### config.mk
export PLATFORM = sky130hd
export DESIGN_NAME = tofm_ctrl
export DESIGN_NICKNAME = d
export VERILOG_FILES = /design/src/design/two_operator_fm_oscillator_assert.svh /design/src/design/tofm_pkg.sv /design/src/design/tofm_ctrl.sv
export SDC_FILE = /design/constraint.sdc
export NUM_CORES = 1
export LEC_CHECK = 0
export ABC_AREA = 0
export BUFFER_PORTS_ARGS = -buffer_cell sky130_fd_sc_hd__buf_2
export CAP_MARGIN = 20
export CORE_MARGIN = 5
export CORE_UTILIZATION = 50
export DETAILED_ROUTE_END_ITERATION = 12
export HOLD_SLACK_MARGIN = 0.12
export PLACE_DENSITY_LB_ADDON = 0.15
export SETUP_SLACK_MARGIN = 0.15
export SYNTH_ARGS = -nofsm -noshare
export SYNTH_HDL_FRONTEND = slang
export SYNTH_SLANG_ARGS = --single-unit
### constraint.sdc
create_clock -name aclk -period 3.3 [get_ports aclk]
set_input_delay 0.495 -clock aclk [delete_from_list [all_inputs] [get_ports aclk]]
set_output_delay 0.495 -clock aclk [all_outputs]
set_load 0.005 [all_outputs]
### src/design/two_operator_fm_oscillator_assert.svh
// Assertion macros used by the FM oscillator top-level design file.
`ifndef TWO_OPERATOR_FM_OSCILLATOR_ASSERT_SVH
`define TWO_OPERATOR_FM_OSCILLATOR_ASSERT_SVH

// Antecedent implies consequent in the same cycle.
`define TOFM_ASSERT_IMPL(lbl, clk, rstn, ante, cons, msg) \
    lbl: assert property (@(posedge clk) disable iff (!rstn) (ante) |-> (cons)) else $error(msg);

// Antecedent implies consequent in the next cycle.
`define TOFM_ASSERT_NEXT(lbl, clk, rstn, ante, cons, msg) \
    lbl: assert property (@(posedge clk) disable iff (!rstn) (ante) |=> (cons)) else $error(msg);

`endif

### src/design/tofm_pkg.sv
// Types and constants shared by the FM oscillator controller and datapath.
`timescale 1ns / 1ps

package tofm_pkg;

    // Register indexes on the configuration channel.
    localparam logic [2:0] REG_BASE_NOTE     = 3'd0;
    localparam logic [2:0] REG_RATIO         = 3'd1;
    localparam logic [2:0] REG_MOD_INDEX     = 3'd2;
    localparam logic [2:0] REG_FEEDBACK      = 3'd3;
    localparam logic [2:0] REG_PHASE_STEP    = 3'd4;

    localparam logic signed [16:0] BASE_NOTE_RST  = 17'sd17664;
    localparam logic [15:0]        RATIO_RST      = 16'd256;
    localparam logic [19:0]        PHASE_STEP_RST = 20'd89478;

    localparam logic [31:0] INC_MAX      = 32'd2104533975;
    localparam logic [31:0] INV_TWO_PI   = 32'd683565276;
    localparam logic [31:0] DIV3_RECIP   = 32'hAAAAAAAB;
    localparam logic signed [26:0] DIV_BIAS = 27'sd24035328;
    localparam logic [24:0] E_BIAS       = 25'd8388608;

    localparam logic [31:0] EXP_C3  = 32'd5138;
    localparam logic [31:0] EXP_C2  = 32'd14805;
    localparam logic [31:0] EXP_C1  = 32'd45593;
    localparam logic [31:0] EXP_ONE = 32'd65536;

    localparam logic [31:0] SIN_K9 = 32'd172274;
    localparam logic [31:0] SIN_K7 = 32'd5026956;
    localparam logic [31:0] SIN_K5 = 32'd85569227;
    localparam logic [31:0] SIN_K3 = 32'd693598605;
    localparam logic [31:0] SIN_K1 = 32'd1686629713;

    localparam logic [15:0] INDEX_MAX = 16'd40960;

    typedef enum logic [4:0] {
        ST_IDLE, ST_DIV, ST_H1, ST_H2, ST_H3, ST_BASE, ST_FB, ST_INC, ST_RAT,
        ST_SIN0, ST_SIN1, ST_SIN2, ST_SIN3, ST_SIN4, ST_SIN5, ST_SIN6,
        ST_IDX, ST_OFF, ST_CPH, ST_OUT
    } state_t;

    typedef enum logic [4:0] {
        OP_NONE, OP_DIV, OP_H1, OP_H2, OP_H3, OP_BASE, OP_FB, OP_RAT,
        OP_SQ, OP_T1, OP_T2, OP_T3, OP_T4, OP_T5, OP_IDX, OP_OFF
    } mul_op_t;

    typedef struct packed {
        mul_op_t op;
        logic    ld_in;
        logic    ld_e;
        logic    ld_base;
        logic    ld_inc;
        logic    ld_incm;
        logic    ld_u2;
        logic    ld_sin;
        logic    ld_lastmod;
        logic    ld_neg;
        logic    ld_cph;
        logic    ld_out;
    } cmd_t;

endpackage

### src/design/tofm_ctrl.sv
// Sequencer that steps the shared multiplier through one sample's computation.
`timescale 1ns / 1ps

module tofm_ctrl
    import tofm_pkg::*;
(
    input  logic aclk,
    input  logic aresetn,
    input  logic s_tvalid,
    output logic s_tready,
    output logic m_tvalid,
    input  logic m_tready,
    output cmd_t cmd
);

    state_t state_reg, state_next;
    logic   pass_reg, pass_next;
    logic   m_tvalid_reg, m_tvalid_next;

    always_ff @(posedge aclk) begin
        if (!aresetn) begin
            state_reg    <= ST_IDLE;
            pass_reg     <= 1'b0;
            m_tvalid_reg <= 1'b0;
        end else begin
            state_reg    <= state_next;
            pass_reg     <= pass_next;
            m_tvalid_reg <= m_tvalid_next;
        end
    end

    always_comb begin
        state_next = state_reg;
        pass_next  = pass_reg;
        cmd        = '0;
        cmd.op     = OP_NONE;
        s_tready   = 1'b0;
        unique case (state_reg)
            ST_IDLE: begin
                s_tready = 1'b1;
                if (s_tvalid) begin
                    cmd.ld_in  = 1'b1;
                    pass_next  = 1'b0;
                    state_next = ST_DIV;
                end
            end
            ST_DIV: begin
                cmd.op     = OP_DIV;
                state_next = ST_H1;
            end
            ST_H1: begin
                cmd.op     = OP_H1;
                cmd.ld_e   = 1'b1;
                state_next = ST_H2;
            end
            ST_H2: begin
                cmd.op     = OP_H2;
                state_next = ST_H3;
            end
            ST_H3: begin
                cmd.op     = OP_H3;
                state_next = ST_BASE;
            end
            ST_BASE: begin
                cmd.op     = OP_BASE;
                state_next = ST_FB;
            end
            ST_FB: begin
                cmd.op      = OP_FB;
                cmd.ld_base = 1'b1;
                state_next  = ST_INC;
            end
            ST_INC: begin
                cmd.ld_inc = 1'b1;
                state_next = ST_RAT;
            end
            ST_RAT: begin
                cmd.op     = OP_RAT;
                state_next = ST_SIN0;
            end
            ST_SIN0: begin
                cmd.op      = OP_SQ;
                cmd.ld_incm = !pass_reg;
                state_next  = ST_SIN1;
            end
            ST_SIN1: begin
                cmd.op     = OP_T1;
                cmd.ld_u2  = 1'b1;
                state_next = ST_SIN2;
            end
            ST_SIN2: begin
                cmd.op     = OP_T2;
                state_next = ST_SIN3;
            end
            ST_SIN3: begin
                cmd.op     = OP_T3;
                state_next = ST_SIN4;
            end
            ST_SIN4: begin
                cmd.op     = OP_T4;
                state_next = ST_SIN5;
            end
            ST_SIN5: begin
                cmd.op     = OP_T5;
                state_next = ST_SIN6;
            end
            ST_SIN6: begin
                cmd.ld_sin = 1'b1;
                state_next = pass_reg ? ST_OUT : ST_IDX;
            end
            ST_IDX: begin
                cmd.op         = OP_IDX;
                cmd.ld_lastmod = 1'b1;
                state_next     = ST_OFF;
            end
            ST_OFF: begin
                cmd.op     = OP_OFF;
                cmd.ld_neg = 1'b1;
                state_next = ST_CPH;
            end
            ST_CPH: begin
                cmd.ld_cph = 1'b1;
                pass_next  = 1'b1;
                state_next = ST_SIN0;
            end
            ST_OUT: begin
                // Hold here while an earlier result has not been taken.
                if (!m_tvalid_reg || m_tready) begin
                    cmd.ld_out = 1'b1;
                    state_next = ST_IDLE;
                end
            end
            default: state_next = ST_IDLE;
        endcase
    end

    always_comb begin
        if (cmd.ld_out) begin
            m_tvalid_next = 1'b1;
        end else if (m_tready) begin
            m_tvalid_next = 1'b0;
        end else begin
            m_tvalid_next = m_tvalid_reg;
        end
    end

    assign m_tvalid = m_tvalid_reg;

endmodule

==> impl_metrics.toml, run 1 <==
[setup_path]
critPathKind = "reg -> out"
worst-path-stages = 4
cp.arrival_ns = 1.94
end_kind = "primary output"
crit_chain = "nand2b_1, or3_1, o21ai_0, buf_2"
max_stage_delay_ns = 0.82
start_kind = "flop"
crit_fanout = 21
critPathLaunch = "state_reg[4]$_SDFFE_PN0P_"
r2r_slack_ns = 1.61
crit_path_top_delay_cell = "dfxtp_1"
worstRegToRegCells = 3
endpoint = "cmd[14]"
cp_top_family = "flip-flops"
required_ns = 2.80
regToRegEndpoint = "pass_reg$_SDFFE_PN0P_"
r2r_start = "state_reg[1]$_SDFFE_PN0P_"
path_buf_inv = 1

[logic_synthesis]
synth_top_family_by_area = "simple AND/OR/NAND/NOR gates"
synth_top_area_share_pct = 19.8
syn_inst = 90
synth_top_area_cell = "dfxtp_1"
ys_types = 44
synth-edff-count = 0
netlist_area_um2 = 708
synth_nets = 94
synth_xor_area_share_pct = 3.71
synth.top_cells.by_area = "dfxtp_1 20%, nand2b_1 6.2%, nor2b_1 5.3%, buf_2 4.2%, buf_4 4.2%"
synth_async_sr_flop_share_pct = 0
ys_seq_elements = 7
yosys_warnings = 0
netlist_top_cells_count = "7 x dfxtp_1, 7 x nand2b_1, 6 x buf_2, 6 x nor2_1, 6 x nor2b_1"
synthAdderAreaFrac_pct = 1.41
avgSynthCellArea_um2 = 7.87
synth-main-ff-cell = "dfxtp_1"
ys_seq_area_share_pct = 19.8
synth_mux_area_share_pct = 0
yosys.area_share.simple_pct = 39.6
synth_compound_area_share_pct = 23.9

[hold_path]
min-delay-start = "pass_reg$_SDFFE_PN0P_"
min_path_type = "reg -> reg"

[floorplanning]
start_util_pct = 53.8
core_um2 = 1320
die_width_um = 47.6
ioPinCount = 22
rows = 13
die_area_um2 = 2270
die_height_um = 47.6

[power_and_ir_drop]
powerDensity_nw_per_um2 = 368
leakage_nw = 0.333
ir_drop_mv = 0.243
power_uw = 286

[cts]
cts_buffer_depth = 2
insertion_delay_ns = 0.25
clockRootBuffer = "clkbuf_4"
cts_setup_buffers = 0
numCtsBuffers = 3
postCtsHoldBufs = 0
h-tree-depth = 1
cts_tree = "built"
clkSlewWorstSetupHoldPaths_ns = 0.05
cts-resized-gates = 0
cts_sinks = 7

[timing]
drv_slew = 0
slew_headroom_pct = 47.6
fin_crit_ns = 2.44
finalSetupViolCount = 0
max_clock_freq_mhz = 410
finalHoldViolCount = 0
rsz0062_at_grt = "no"
hold_ws_ns = 0.490
worst_pin_slew_ns = 0.784
tns_ns = 0
finalCritPeriodShare_pct = 73.9
skew_ns = 0.00248

[drt]
drtIter0Drc = 22
drt_pre_antenna_iters = 4
ant_nets = 0
routed_wirelength_mm = 1.63
drc_errors = 0
via_count = 680
routedWlPerCell_um = 14.0
viasPerCell = 5.81

[global_route]
grt_max_degree = 26
grt_pass1_wl_mm = 2.71
grt_pass1_vias = 575
grt_use_total_pct = 16.9
grt_overflow_total = 0
antenna_found_initial = 0

[finish]
largest_reg_flops = 5
design_area_um2 = 778
layout-drive-gt1-share_pct = 28.4
fin_util_pct = 59.1
diodes = 0
fin_nets = 107
area_growth_pct = 9.89

[run_status]
status = "finished clean"

[place]
dpl_cell_area_um2 = 752
finalWeightedCongestion = 0.750
post-dp-hpwl_mm = 1.11
io_buffer_count = 20

[job]
maxCapViolCount = 0
-- area by class of cell --
class / instances / area [µm²]
Inverter: 1 / 3.75
Sequential cell: 7 / 140
Clock buffer: 4 / 26.3
Fill cell: 131 / 539
Tap cell: 15 / 18.8
Timing Repair Buffer: 20 / 100
Multi-Input combinational cell: 70 / 489
-- routing by layer --
metal / wire [µm] / global-route usage, %
met1: 752 / 22.4
met2: 794 / 26.2
met3: 86 / 6.77
met4: 0 / 3.23
met5: 0 / 0
-- report_power, final --
group / leakage (nW) / internal, mW / switching, mW
combinational: 0.261 / 0.0501 / 0.0385
clock: 0.0150 / 0.0463 / 0.0334
sequential: 0.0569 / 0.0898 / 0.0281
-- metrics by stage --
stage          setup WS [ns]  instances
2_1_floorplan           1.70         90
3_3_place_gp            1.16        113
3_5_place_dp            1.16        113
4_1_cts                0.869        117
5_1_grt                0.705        117
6_report               0.863        117
-- tightest hold or removal path: cells and delay by family, from the launching register on --
family | cells | cell delay, ns
flops | 1 | 0.32
compound gates | 1 | 0.06
simple gates | 1 | 0.06
-- worst min-delay path by stage --
stage | end | cells after the start
final | pass_reg$_SDFFE_PN0P_ | 2
after global routing | pass_reg$_SDFFE_PN0P_ | 2
after CTS | pass_reg$_SDFFE_PN0P_ | 2
after detailed placement | pass_reg$_SDFFE_PN0P_ | 2
after global placement | pass_reg$_SDFFE_PN0P_ | 2
after floorplan | pass_reg$_SDFFE_PN0P_ | 2
-- cell families (layout without fill, tap and decap cells) --
group	Yosys count	count (layout)
other	1	1
flip-flops	7	7
AO/OA/AOI/OAI	21	21
adder cells (fa/ha/maj)	1	1
AND/OR/NAND/NOR	44	44
XOR/XNOR	3	3
buffers and inverters	13	25
-- cells in the final DEF (no fill, tap or decap), types with 2 or more instances in the layout --
cell type	n
buf_2	20
nand2b_1	7
dfxtp_1	7
nor2b_1	6
nor2_1	6
nand2_1	5
a31oi_1	4
nand3_1	3
nor3_1	3
clkbuf_4	3
a21oi_1	2
o21a_1	2
nand4_1	2
o21ai_0	2
xor2_1	2
(Power assumes the default switching activity.)
==> run 2: changes to the inputs <==
- CORE_UTILIZATION: 50 -> 49
- clock period: 3.3 -> 2.36 ns (I/O delays scaled with it)
==> run 2 against run 1 <==
  * Clock skew down 0.0014 ns
  * Non-clock buffer count up 3
  * Critical path depth down 1
  * Via count up 1.3%
  * Sequential share of layout area down 0.51 points
  * Critical path type unchanged
==> impl_metrics.toml, run 2 (synthesis results as in run 1) <==
[finish]
largest_reg_flops = 5
final_cell_mix = "20 x buf_2, 7 x nand2b_1, 7 x dfxtp_1"
layout_commonest_cell = "buf_2"
fin_util_pct = 60.0
stdcell_count = 120
fin_nets = 110
layout-drive-gt1-share_pct = 30.5
area_growth_pct = 13.1
fillers = 141
register_area_um2 = 140
multi_input_area_um2 = 489
design_area_um2 = 801
diodes = 0

[setup_path]
cp.arrival_ns = 1.68
regToRegEndpoint = "state_reg[2]$_SDFFE_PN0P_"
crit_path_top_delay_cell = "dfxtp_1"
r2r_slack_ns = 0.79
start_kind = "flop"
end_kind = "primary output"
crit_chain = "or3b_2, nor2_1, buf_2"
critPathKind = "reg -> out"
critPathLaunch = "state_reg[1]$_SDFFE_PN0P_"
r2r_start = "state_reg[3]$_SDFFE_PN0P_"
cp_top_family = "simple AND/OR/NAND/NOR gates"
crit_fanout = 16
path_buf_inv = 1
required_ns = 2.01
worstRegToRegCells = 3
max_stage_delay_ns = 0.62

[cts]
cts_buffer_depth = 2
cts_sinks = 7
postCtsHoldBufs = 0
cts_tree = "built"
clkSlewWorstSetupHoldPaths_ns = 0.05
numCtsBuffers = 3
insertion_delay_ns = 0.25
cts-resized-gates = 0
cts_setup_buffers = 0
h-tree-depth = 1
clockRootBuffer = "clkbuf_4"

[power_and_ir_drop]
leakage_nw = 0.349
internal_power_uw = 265
p_sw_uw = 140
powerDensity_nw_per_um2 = 506
pwr-share-comb_pct = 34.1
ir_drop_mv = 0.280
pwr-share-seq_pct = 38.2
clkPwrFrac_pct = 27.7
swShare_pct = 34.5

[run_status]
status = "finished clean"

[timing]
max_clock_freq_mhz = 491
tns_ns = 0
worst_pin_slew_ns = 0.581
rsz0062_at_grt = "no"
skew_ns = 0.00108
slew_headroom_pct = 61.2
finalSetupViolCount = 0
finalCritPeriodShare_pct = 86.4
finalHoldViolCount = 0
fin_crit_ns = 2.04
hold_ws_ns = 0.375
drv_slew = 0

[place]
io_buffer_count = 20
dpl_cell_area_um2 = 774
post-dp-hpwl_mm = 1.17
dpl.cell_count = 116
finalWeightedCongestion = 0.763

[floorplanning]
start_util_pct = 53.1
rows = 13
ioPinCount = 22
core_um2 = 1330
die_height_um = 48.0
die_area_um2 = 2310
die_width_um = 48.0

[drt]
routed_wirelength_mm = 1.64
drtIter0Drc = 11
routedWlPerCell_um = 13.6
viasPerCell = 5.74
via_count = 689
drc_errors = 0
ant_nets = 0
drt_pre_antenna_iters = 4

[hold_path]
hold_end = "pass_reg$_SDFFE_PN0P_"
min-delay-start = "aresetn"
worstHoldPathCells = 2
min_path_type = "in -> reg"

[global_route]
grt_use_total_pct = 16.7
antenna_found_initial = 0
grt_overflow_total = 0
grt_pass1_wl_mm = 2.70
grt_max_degree = 19
grt_pass1_vias = 588

[job]
maxCapViolCount = 0
-- run 2: routing by layer --
| metal | GRT usage [%] | vias to the layer above | part of all wire [%] |
|---|---|---|---|
| li1 | - | 353 | - |
| met1 | 22.4 | 319 | 49 |
| met2 | 25.1 | 17 | 46 |
| met3 | 5.64 | 0 | 5.3 |
| met4 | 4.84 | 0 | 0 |
| met5 | 0 | - | 0 |
-- run 2: worst max path at each step --
stage | end | slack, ns | cells after the start
floorplan | cmd[1] | 0.90 | 4
global placement | cmd[4] | 0.60 | 4
detailed placement | cmd[1] | 0.60 | 3
finish | cmd[1] | 0.32 | 3
CTS | cmd[1] | 0.31 | 3
global route | cmd[9] | 0.18 | 3
-- run 2: final cells by class --
type / count / share of cell area, %
well taps: 15 / 2.34
repair buffers: 23 / 15.3
multi-input cells: 70 / 61.1
clock buffers: 4 / 3.28
inverters: 1 / 0.469
flip-flops and latches: 7 / 17.5
-- run 2: worst reg2reg max path, cell delays in order, from the launching register on --
cell	delay, ns
dfxtp_1	0.47
or3_4	0.51
o41ai_4	0.35
nor4_1	0.11
-- run 2: power groups by stage --
stage / sequential [mW] / combinational, mW / clock, mW
floorplan: 0.133 / 0.129 / 0
global placement: 0.156 / 0.136 / 0
detailed placement: 0.157 / 0.138 / 0
CTS: 0.154 / 0.139 / 0.115
global route: 0.159 / 0.152 / 0.125
finish: 0.155 / 0.138 / 0.112
-- run 2: metrics by stage --
step                power [mW]  worst slack (ns)
CTS                      0.409             0.315
global placement         0.292             0.603
global route             0.436             0.183
finish                   0.405             0.322
floorplan                0.262             0.900
detailed placement       0.295             0.604
